### config.mk
export PLATFORM = sky130hd
export DESIGN_NAME = bcme_ram
export DESIGN_NICKNAME = d
export VERILOG_FILES = /design/src/rtl/core/bcme_ram.sv
export SDC_FILE = /design/constraint.sdc
export NUM_CORES = 2
export LEC_CHECK = 0
export ABC_CLOCK_PERIOD_IN_PS = 7000
export CAP_MARGIN = 0
export CORE_AREA = 2 2 940 474
export DETAILED_ROUTE_END_ITERATION = 10
export DIE_AREA = 0 0 942 476
export DONT_BUFFER_PORTS = 1
export SETUP_SLACK_MARGIN = 0.2
export SLEW_MARGIN = 20
export SYNTH_ARGS = -nofsm -noshare
export SYNTH_HDL_FRONTEND = slang
export SYNTH_SLANG_ARGS = --single-unit
### constraint.sdc
create_clock -name clk -period 7 [get_ports clk]
set_input_delay 2.1 -clock clk [delete_from_list [all_inputs] [get_ports clk]]
set_output_delay 2.1 -clock clk [all_outputs]
set_load 0.05 [all_outputs]
### src/rtl/core/bcme_ram.sv
module bcme_ram #(
  parameter int WIDTH = 1,
  parameter int DEPTH = 3564
) (
  input  logic                     clk,
  input  logic                     we,
  input  logic [$clog2(DEPTH)-1:0] wr_addr,
  input  logic [WIDTH-1:0]         wr_data,
  input  logic [$clog2(DEPTH)-1:0] rd_addr,
  output logic [WIDTH-1:0]         rd_data
);

  logic [WIDTH-1:0] mem [DEPTH];
  logic [WIDTH-1:0] rd_data_r;

  // One write port and one registered read port.
  always_ff @(posedge clk) begin
    if (we) begin
      mem[wr_addr] <= wr_data;
    end
    rd_data_r <= mem[rd_addr];
  end

  assign rd_data = rd_data_r;

endmodule

==> impl_metrics.env <==
export IMPL_status="finished with violations"
export IMPL_violations="slew limit"
export IMPL_syn_num_nets=10457
export IMPL_clkSlewWorstSetupHoldPaths_ps=70
export IMPL_die_area_um2=448000
export IMPL_cp_depth=16
export IMPL_clock_sinks=3565
export IMPL_rr_worst_depth=9
export IMPL_setup_violations_final=0
export IMPL_rsz0062_at_grt="false"
export IMPL_via_count=96989
export IMPL_grt_pass1_wl_um=710000
export IMPL_drt_antenna_violating_nets=0
export IMPL_fin_skew_ps=52.0
export IMPL_grt_pass1_vias=91384
export IMPL_wire_per_inst_um=32.1
export IMPL_final_area_um2=171000
export IMPL_avgViaCountPerCell=6.00
export IMPL_core_um2=441000
export IMPL_tightestPinTransition_ps=2530
export IMPL_cp_endpoint="rd_data"
export IMPL_cts_tree="yes"
export IMPL_drive_gt1_frac=0.170
export IMPL_holdCritPathClass="in2reg"
export IMPL_synthCells=10430
export IMPL_max_stage_delay_ps=670
export IMPL_drt_initial_drc_count=21071
export IMPL_dp_cells=15615
export IMPL_async_flop_share=0
export IMPL_slowest_stage="o41ai_4"
export IMPL_startpoint_type="input pin"
export IMPL_die_x_um=942
export IMPL_critPathCaptureType="register"
export IMPL_criticalPathCategory="in2reg"
export IMPL_port_buffers=0
export IMPL_rows=173
export IMPL_track_usage=0.224
export IMPL_arrival_ps=7310
export IMPL_first_pass_iters=6
export IMPL_yosysTopAreaCellShare=0.697
export IMPL_worstPathMaxFanout=42
export IMPL_synth_cell_area_um2=154000
export IMPL_ys_ff_latch=3565
export IMPL_cts_root_buf="clkbuf_16"
export IMPL_reg2reg_to="rd_data"
export IMPL_h_tree_depth=5
export IMPL_syn_mean_instance_area_um2=14.7
export IMPL_crit_start="rd_addr[0]"
export IMPL_synthFlopType="edfxtp_1"
export IMPL_synth_seq_area_share=0.697
export IMPL_syn_to_final_growth_pct=11.0
export IMPL_initial_core_util=0.348
export IMPL_dpl_hpwl_um=281000
export IMPL_finalCriticalPeriod_ps=6530
export IMPL_synth_top_cell_by_area="edfxtp_1"
export IMPL_synthTopCellsByArea="edfxtp_1 70%, mux4_2 12%, nor2_1 8.9%"
export IMPL_synth_warnings=0
export IMPL_finalHoldViolCount=0
export IMPL_fin_crit_sh=0.934
export IMPL_grt_ovfl_total=0
export IMPL_clock_fmax_ghz=0.153
export IMPL_crit_buf_inv=7
export IMPL_p_leak_nw=50.2
export IMPL_final_cells=16171
export IMPL_r2r_start="mem[2195]"
export IMPL_nNetsFinal=10094
export IMPL_clk_latency_ps=940
export IMPL_pin_count=28
export IMPL_placed_cell_area_um2=160000
export IMPL_synth_edff_count=3564
export IMPL_routed_wl_um=519000
export IMPL_regToRegSetupSlack_ps=3170
export IMPL_cpMostUsedCell="buf_16"
export IMPL_crit_required_ps=7780
export IMPL_utilization=0.387
export IMPL_cp_cell_sequence="buf_16, buf_16, buf_16, buf_16, buf_16, buf_16, mux4_2, mux2i_1, o32a_1, nand3_1, nor3_1, or3_1, a21oi_1, o41ai_4, buf_4, o32ai_1"
export IMPL_powerDensity_nw_per_um2=253
export IMPL_antenna_found_initial=52
export IMPL_ys_types=69
export IMPL_cts_buffer_depth=4
export IMPL_p_total_mw=43.1
export IMPL_relSlewSlack=-0.687
export IMPL_finalMaxSlewViolations=199
export IMPL_drv_cap=0
export IMPL_cts_inserted_buffers=296
export IMPL_cts_setup_buffers=0
export IMPL_grt_max_degree=759
export IMPL_critical_path_top_delay_family="buffers and inverters"
export IMPL_post_route_drc_count=0
export IMPL_place_gp_congestion=0.845
export IMPL_fp_dieH_um=476
export IMPL_ir_worst_vdd_v=0.000178
==> through the flow <==
stage               hold slack [ps]  setup slack, ps  TNS (ps)
finish                         1260              465         0
global route                   1220              254         0
CTS                            1210              302         0
detailed placement             1370            -1850     -1850
global placement               1390            -2280    -10210
floorplan                      1110             2310         0
==> cells in the mapped netlist, types with 36 or more instances <==
master       n
nor2_1    3636
edfxtp_1  3564
mux4_2     793
clkbuf_1   782
mux2i_1    326
nand2_1    244
o221ai_1   136
a21oi_1    119
a22oi_1    105
o22ai_1     91
buf_2       79
nor3_1      77
buf_6       56
buf_4       37
nand3_1     36
==> worst reg2reg max path: stages (launching register included) <==
cell and delay, ps:
edfxtp_1 350, mux4_2 560, mux4_2 560, a22o_1 260, nor4_2 560, buf_4 280, o31ai_1 140, o41ai_4 690
buf_4 240, o32ai_1 80
==> cell type report <==
class | instances | area [um2]
clock buffer | 336 | 7700
antenna | 19 | 47.5
multi-input combinational | 5835 | 42500
sequential | 3565 | 107000
tap | 5862 | 7330
timing repair buffer | 359 | 4020
clock inverter | 185 | 1870
inverter | 10 | 52.6
fill | 40620 | 271000
==> cell usage in the layout (no fill, tap or decap), drive strengths merged, types with 36 or more instances in the layout <==
cell type  count
a21oi        119
a22oi        105
buf          346
bufinv        37
clkbuf       339
clkinv       132
edfxtp      3564
mux2i        326
mux4         796
nand2        244
nand3         36
nor2        3636
nor3          77
o221ai       136
o22ai         91
==> layer usage <==
layer / vias up / routed length (um) / GRT usage
met5: - / 145 / 0
met1: 50703 / 207000 / 0.342
met2: 7739 / 210000 / 0.308
li1: 37786 / - / -
met3: 744 / 90300 / 0.0799
met4: 17 / 11300 / 0.0426
==> cells by family after synthesis <==
family | after synthesis | synth area share
AOI/OAI and AO/OA | 595 | 0.0278
muxes | 1132 | 0.139
DFF | 3565 | 0.697
and+or+nand+nor | 4108 | 0.104
buffers and inverters | 1030 | 0.0327
==> what timing repair did <==
item                       in CTS  in global routing
hold endpoints to repair        0                  0
gates cloned                   10                  3
gates resized for setup         1                  1
hold buffers                    0                  0
setup endpoints to repair       1                  1
==> worst min path at each step <==
stage	depth (start not counted)	start	to
after floorplan	7	mem[1230]	rd_data
after global placement	8	mem[1230]	rd_data
after detailed placement	8	mem[1247]	rd_data
after CTS	0	wr_data	mem[1086]
after global routing	0	wr_data	mem[1086]
final	0	wr_data	mem[1086]
==> flip-flops by register name (all words and copies together) (netlist names) <==
signal   cells
rd_data      1
mem       3564
==> where the power goes <==
group	switching, mW	internal, mW
sequential	0.0108	23.5
clock	8.04	9.31
combinational	1.43	0.817
total	9.49	33.6
Note: power is estimated with default switching activity, not from simulation.
