File: config.mk
export PLATFORM = sky130hd
export DESIGN_NAME = bcme_scan
export DESIGN_NICKNAME = d
export VERILOG_FILES = /design/src/rtl/core/bcme_pkg.sv /design/src/rtl/core/bcme_scan.sv
export SDC_FILE = /design/constraint.sdc
export NUM_CORES = 1
export LEC_CHECK = 0
export BUFFER_PORTS_ARGS = -buffer_cell sky130_fd_sc_hd__buf_4
export CAP_MARGIN = 5
export CORE_AREA = 4 4 98 100
export DETAILED_ROUTE_END_ITERATION = 7
export DIE_AREA = 0 0 102 104
export PLACE_DENSITY_LB_ADDON = 0.05
export RECOVER_POWER = 25
export SLEW_MARGIN = 0
export SYNTH_ARGS = -nofsm -noshare
export SYNTH_HDL_FRONTEND = slang
export SYNTH_SLANG_ARGS = --single-unit
File: constraint.sdc
create_clock -name clk -period 5.9 [get_ports clk]
set_clock_uncertainty 0.05 [all_clocks]
set_input_delay 0.885 -clock clk [delete_from_list [all_inputs] [get_ports clk]]
set_output_delay 0.885 -clock clk [all_outputs]
set_load 0.02 [all_outputs]
File: src/rtl/core/bcme_pkg.sv
package bcme_pkg;

  // Field widths of the input, result and configuration words.
  localparam int OP_W   = 2;
  localparam int BEAM_W = 2;
  localparam int SLOT_W = 12;
  localparam int RF_W   = 16;
  localparam int SPC_W  = 12;
  localparam int BCNT_W = 12;
  localparam int STAT_W = 2;
  localparam int OFS_W  = 12;
  localparam int SCNT_W = 12;
  localparam int WIN_W  = 12;

  // Train slot position and step widths.
  localparam int POS_W  = 13;
  localparam int STEP_W = 8;

  // Operation codes.
  localparam logic [OP_W-1:0] OP_ADD_BUNCH = 2'd0;
  localparam logic [OP_W-1:0] OP_ADD_TRAIN = 2'd1;
  localparam logic [OP_W-1:0] OP_QUERY     = 2'd2;
  localparam logic [OP_W-1:0] OP_COUNT     = 2'd3;

  // Status codes.
  localparam logic [STAT_W-1:0] ST_OK       = 2'd0;
  localparam logic [STAT_W-1:0] ST_BAD_BEAM = 2'd1;
  localparam logic [STAT_W-1:0] ST_RANGE    = 2'd2;

  // Beam numbers accepted on add operations.
  localparam logic [BEAM_W-1:0] BEAM_ONE = 2'd1;
  localparam logic [BEAM_W-1:0] BEAM_TWO = 2'd2;

  // Reciprocal multipliers: x/10 = (x*52429)>>19 for 16-bit x,
  // x/25 = (x*41944)>>20 for 12-bit x.
  localparam int MUL_W = 16;
  localparam logic [MUL_W-1:0] DIV10_MUL = 16'd52429;
  localparam int DIV10_SHIFT = 19;
  localparam logic [MUL_W-1:0] DIV25_MUL = 16'd41944;
  localparam int DIV25_SHIFT = 20;

  // Saturation value of the sensitive slot count.
  localparam logic [SCNT_W-1:0] SCNT_MAX = 12'hFFF;

  // Sweep request from the sequencer.
  typedef struct packed {
    logic              start;
    logic              is_count;
    logic [SLOT_W-1:0] slot;
  } scan_req_t;

  // Sweep answers back to the sequencer.
  typedef struct packed {
    logic              coll;
    logic              sens;
    logic [OFS_W-1:0]  off;
    logic [SCNT_W-1:0] cnt;
  } scan_res_t;

endpackage

File: src/rtl/core/bcme_scan.sv
module bcme_scan #(
  parameter int ORBIT_SLOTS = 3564
) (
  input  logic                             clk,
  input  logic                             rst_n,
  input  bcme_pkg::scan_req_t              req,
  input  logic [bcme_pkg::WIN_W-1:0]       window,
  output logic [$clog2(ORBIT_SLOTS)-1:0]   rd_addr,
  input  logic                             rd_one,
  input  logic                             rd_two,
  output bcme_pkg::scan_res_t              res,
  output logic                             done
);
  import bcme_pkg::*;

  localparam int IDX_W = $clog2(ORBIT_SLOTS);
  localparam int CNT_W = $clog2(ORBIT_SLOTS + 1);
  localparam logic [IDX_W-1:0] LAST_IDX = IDX_W'(ORBIT_SLOTS - 1);
  localparam logic [CNT_W-1:0] SLOTS_C  = CNT_W'(ORBIT_SLOTS);
  localparam logic [IDX_W:0]   SLOTS_X  = (IDX_W + 1)'(ORBIT_SLOTS);

  // Sweep phases.
  localparam logic [1:0] PH_IDLE = 2'd0;
  localparam logic [1:0] PH_FIND = 2'd1;
  localparam logic [1:0] PH_EVAL = 2'd2;
  localparam logic [1:0] PH_LAST = 2'd3;

  logic [1:0]        phase_r;
  logic [CNT_W-1:0]  rd_cnt_r;
  logic              dv_r;
  logic              done_r;
  logic [IDX_W-1:0]  didx_r;
  logic              mode_count_r;
  logic [IDX_W-1:0]  qslot_r;
  logic [IDX_W-1:0]  last_r;
  logic              any_r;
  logic              f0_r;
  logic              prev_f_r;
  logic              cur_f_r;
  logic              cur_c_r;
  logic [IDX_W-1:0]  cur_idx_r;
  logic [SCNT_W-1:0] cnt_r;
  logic              q_coll_r;
  logic              q_sens_r;
  logic [IDX_W-1:0]  q_off_r;

  logic             issue;
  logic             d_f;
  logic             d_c;
  logic             eval_en;
  logic             next_f;
  logic             sens;
  logic [IDX_W:0]   diff;
  logic [IDX_W:0]   diff_wrap;
  logic [IDX_W-1:0] off;
  logic             in_win;

  // Read issue: one slot per cycle during both passes.
  assign issue   = ((phase_r == PH_FIND) || (phase_r == PH_EVAL)) && (rd_cnt_r != SLOTS_C);
  assign rd_addr = rd_cnt_r[IDX_W-1:0];
  assign d_f     = rd_one | rd_two;
  assign d_c     = rd_one & rd_two;

  // The slot under evaluation is the one before the arriving word, or the last slot.
  assign eval_en = ((phase_r == PH_EVAL) && dv_r && (didx_r != '0)) || (phase_r == PH_LAST);
  assign next_f  = (phase_r == PH_LAST) ? f0_r : d_f;
  assign sens    = !prev_f_r && !cur_f_r && !next_f;

  // Shared offset unit: cyclic distance back to the previous colliding slot.
  assign diff      = {1'b0, cur_idx_r} - {1'b0, last_r};
  assign diff_wrap = diff + SLOTS_X;
  assign off       = !any_r ? '0 : (diff[IDX_W] ? diff_wrap[IDX_W-1:0] : diff[IDX_W-1:0]);
  assign in_win    = {1'b0, window} > (WIN_W + 1)'(off);

  // Control registers.
  always_ff @(posedge clk) begin
    if (!rst_n) begin
      phase_r  <= PH_IDLE;
      rd_cnt_r <= '0;
      dv_r     <= 1'b0;
      done_r   <= 1'b0;
    end else begin
      done_r <= 1'b0;
      dv_r   <= issue;
      if (issue) begin
        rd_cnt_r <= rd_cnt_r + 1'b1;
      end
      case (phase_r)
        PH_IDLE: begin
          if (req.start) begin
            phase_r  <= PH_FIND;
            rd_cnt_r <= '0;
          end
        end
        PH_FIND: begin
          if (dv_r && (didx_r == LAST_IDX)) begin
            phase_r  <= PH_EVAL;
            rd_cnt_r <= '0;
          end
        end
        PH_EVAL: begin
          if (dv_r && (didx_r == LAST_IDX)) begin
            phase_r <= PH_LAST;
          end
        end
        PH_LAST: begin
          phase_r <= PH_IDLE;
          done_r  <= 1'b1;
        end
        default: begin
          phase_r <= PH_IDLE;
        end
      endcase
    end
  end

  // Sweep datapath.
  always_ff @(posedge clk) begin
    didx_r <= rd_addr;
    if ((phase_r == PH_IDLE) && req.start) begin
      mode_count_r <= req.is_count;
      qslot_r      <= IDX_W'(req.slot);
      any_r        <= 1'b0;
      last_r       <= '0;
      cnt_r        <= '0;
      q_coll_r     <= 1'b0;
      q_sens_r     <= 1'b0;
      q_off_r      <= '0;
    end
    // First pass: highest colliding slot and the fill of both orbit ends.
    if ((phase_r == PH_FIND) && dv_r) begin
      if (d_c) begin
        last_r <= didx_r;
        any_r  <= 1'b1;
      end
      if (didx_r == '0) begin
        f0_r <= d_f;
      end
      if (didx_r == LAST_IDX) begin
        prev_f_r <= d_f;
      end
    end
    // Second pass: slide a three-slot window over the orbit.
    if ((phase_r == PH_EVAL) && dv_r) begin
      if (didx_r != '0) begin
        prev_f_r <= cur_f_r;
      end
      cur_f_r   <= d_f;
      cur_c_r   <= d_c;
      cur_idx_r <= didx_r;
    end
    if (eval_en) begin
      if (cur_c_r) begin
        last_r <= cur_idx_r;
      end
      if (mode_count_r && sens && in_win && (cnt_r != SCNT_MAX)) begin
        cnt_r <= cnt_r + 1'b1;
      end
      if (!mode_count_r && (cur_idx_r == qslot_r)) begin
        q_coll_r <= cur_c_r;
        q_sens_r <= sens;
        q_off_r  <= off;
      end
    end
  end

  assign res.coll = q_coll_r;
  assign res.sens = q_sens_r;
  assign res.off  = OFS_W'(q_off_r);
  assign res.cnt  = cnt_r;
  assign done     = done_r;

endmodule

==> summary.txt <==
Status
  – Result of the run: finished clean

Worst setup path
  – Required time worst endpoint: 6120 ps
  – Crit. End Element: flip-flop
  – Startpoint of the most critical register-to-register path: cur_idx_r[0]
  – Highest net fanout along the worst path: 13
  – Arrival @ worst endpoint: 5520 ps
  – Startpoint of the worst setup timing path: cur_idx_r[0]
  – Kind of launch point of the worst setup path: flip-flop
  – Critical Setup Path Class: reg -> reg
  – Number of cells on the worst reg-to-reg path: 20

Pwr
  – Portion of total power attributed to combinational logic: 28.3%
  – Net switching power of the design: 579 uW
  – Static power due to leakage: 0.00222 uW
  – Cell-internal power: 1100 uW
  – Max IR drop VDD: 0.216 mV
  – Part of the total power dissipated in the clock network: 25.2%
  – PD cells: 296 nW/um2
  – Part of the power in registers: 46.4%
  – Switching share of power: 34.4%

Placement
  – GP Congestion: 0.863
  – Placed cell count: 683
  – Count of port buffers added during placement: 68
  – Total half-perimeter wirelength after legalization and detailed placement: 7.85 mm

Global routing
  – Wire length of the first global-routing pass: 17.5 mm
  – Overflow left after global routing: 0
  – Initial antenna violation count: 0
  – Via count of the first global-routing pass: 3735
  – Overall routing resource usage: 20.5%
  – Largest net degree at the start of global routing: 29

STA
  – Setup TNS after final layout: 0 ps
  – Highest attainable clock frequency: 0.189 GHz
  – Final period utilization: 89.8%
  – Count of final hold-check violations: 0
  – Total of endpoints with negative setup slack in the final report: 0
  – Minimum clock period: 5300 ps
  – Slew Viols, Final: 0
  – Setup repair after global routing missed its margin: no
  – Slew of the pin with the lowest slew margin: 965 ps
  – Worst slew margin relative to its limit: 35.3%

Clock network
  – Clock tree buffer depth: 2
  – H-Tree Depth: 3
  – Sink count of the clock tree: 96
  – Clock tree from TritonCTS: done
  – Buffers inserted by post-CTS timing repair: 0
  – CTS root buffer: clkbuf_8
  – Resized cells post-CTS: 0
  – Number of hold buffers added after cts: 0
  – Worst-path clk slew: 100 ps
  – Num CTS Buffers: 9
  – Clock Latency Late Sink: 370 ps

Route
  – Detail-routed net length per standard cell: 14.9 um
  – Vias per std cell: 5.55
  – Overall routed net length: 10.4 mm
  – Number of DRC markers in iteration 0: 187
  – Number of vias in the routed layout: 3876
  – Pre-antenna DRT Iters: 5
  – Remaining antenna violation count: 0
  – # DRC: 0

Floorplan
  – Die H: 104 um
  – Die outline area: 10600 um2
  – Total core area: 8680 um2
  – Die Width: 102 um
  – Initial Utilization: 56.3%
  – Placement Rows: 34
  – Count of pins on the block boundary: 69

Logic synthesis
  – Cell count after synthesis: 520
  – Post-synthesis instance area: 4880 um2
  – Mean post-synth cell area: 9.39 um2
  – FF+latch count, synth: 96
  – Async set-reset flop share out of synthesis: 0%
  – Dominant synthesized flop cell: dfxtp_1
  – Number of different library cells in the post-synthesis netlist: 50
  – Number of synthesized flops with an enable pin: 28
  – Syn Nets: 583
  – Number of warning messages in the yosys log: 0
  – Sequential area share after synthesis: 45.1%

Final layout
  – Antenna diode count: 0
  – Area delta synth->final: 16.3%
  – Net count, final: 649
  – Fraction of layout cells with a size suffix above 1: 15.7%
  – Post-layout utilization of the core: 65.4%
  – Post-Layout Cell Count: 699
  – Filler Cell Count: 726

Hold path
  – Kind of path behind the tightest hold check: reg -> reg
  – Worst Hold Depth: 0
  – Source of the worst hold timing path: rd_addr[1]

Flow run
  – MaxCap Viol Count: 0
## through the flow
step	total power, uW	hold slack [ps]	instance area, um2	setup slack (ps)
floorplan	1150	381	4880	1110
global placement	1260	353	5480	803
detailed placement	1270	349	5480	641
CTS	1700	365	5680	614
global route	1790	376	5680	205
finish	1680	366	5680	603
## sequential cells by signal, indices dropped and copies added (netlist names), 2 cells and up
name	flops
cnt_r	12
cur_idx_r	12
rd_addr	12
last_r	12
qslot_r	12
q_off_r	12
didx_r	12
phase_r	2
## metal layers
metal  GRT usage (%)  part of all wire [%]  wire [um]  vias to the layer above
li1                -                     -          -                     1974
met5               0                     0          0                        -
met2            33.2                    49       5080                       84
met3            4.29                   5.0        526                        6
met4            6.00                   1.1        112                        0
met1            27.3                    45       4700                     1812
## power by group through the flow
stage	registers [uW]	clock network (uW)	logic (uW)
CTS	782	437	479
global placement	796	0	465
global route	790	465	536
floorplan	787	0	364
detailed placement	798	0	477
finish	781	425	477
## final timing paths
| kind | to | slack (ps) |
|---|---|---|
| hold / removal | didx_r[1] | 370 |
| setup reg to reg | cnt_r[9] | 600 |
| setup / recovery | cnt_r[9] | 600 |
| hold reg to reg | didx_r[1] | 370 |
## layout make-up
type                            count  area [um2]  share of cell area [%]
Clock buffer                        9         124                    2.18
Clock inverter                      7        76.3                    1.34
Inverter                           30         113                    1.98
Multi-Input combinational cell    378        2500                    44.0
Sequential cell                    96        2200                    38.8
Tap cell                          108         135                    2.38
Timing Repair Buffer               71         533                    9.39
## critical path, stage by stage (launching register included)
cell and delay [ps]:
edfxtp_1 410, inv_1 90, ha_1 150, inv_1 50
fa_1 440, a21o_1 230, a221oi_4 300, xnor2_1 180
a21oi_1 130, or4b_1 490, a211o_1 320, and3_1 170
or3_1 310, ha_1 290, nand4_1 150, o41ai_1 480
nor3_1 130, nand3_1 370, buf_4 250, o21a_1 130
o22ai_1 70
## synthesized netlist by cell type, types with 13 or more instances
| master | n | area (um2) |
|---|---|---|
| dfxtp_1 | 68 | 1360 |
| nand2_1 | 49 | 184 |
| o21ai_0 | 36 | 180 |
| ha_1 | 32 | 400 |
| nor2_1 | 32 | 120 |
| inv_1 | 29 | 109 |
| a21oi_1 | 28 | 140 |
| edfxtp_1 | 28 | 841 |
| nor3_1 | 22 | 110 |
| xnor2_1 | 21 | 184 |
| xor2_1 | 19 | 166 |
| nand3_1 | 16 | 80.1 |
| nand2b_1 | 14 | 87.6 |
| clkbuf_1 | 13 | 48.8 |
## cell usage in the layout, fill, tap and decap left out, types with 12 or more instances in the layout
cell / instances
and3_1: 12
buf_4: 57
a21oi_1: 28
ha_1: 32
xor2_1: 19
xnor2_1: 21
nand2_1: 49
clkbuf_4: 14
inv_1: 29
nand2b_1: 14
o21ai_0: 36
nor3_1: 22
nand3_1: 16
dfxtp_1: 68
nor2_1: 32
edfxtp_1: 28
## cells by family after synthesis
| logic type | count (synthesis) | share of synthesized area (%) |
|---|---|---|
| AND/OR/NAND/NOR | 191 | 19.9 |
| AO/OA/AOI/OAI | 104 | 13.4 |
| flip-flops | 96 | 45.1 |
| buffers and inverters | 46 | 3.77 |
| XOR/XNOR | 40 | 7.18 |
| adder cells (fa/ha/maj) | 33 | 8.61 |
| multiplexers | 10 | 2.08 |
(Power assumes the default switching activity.)
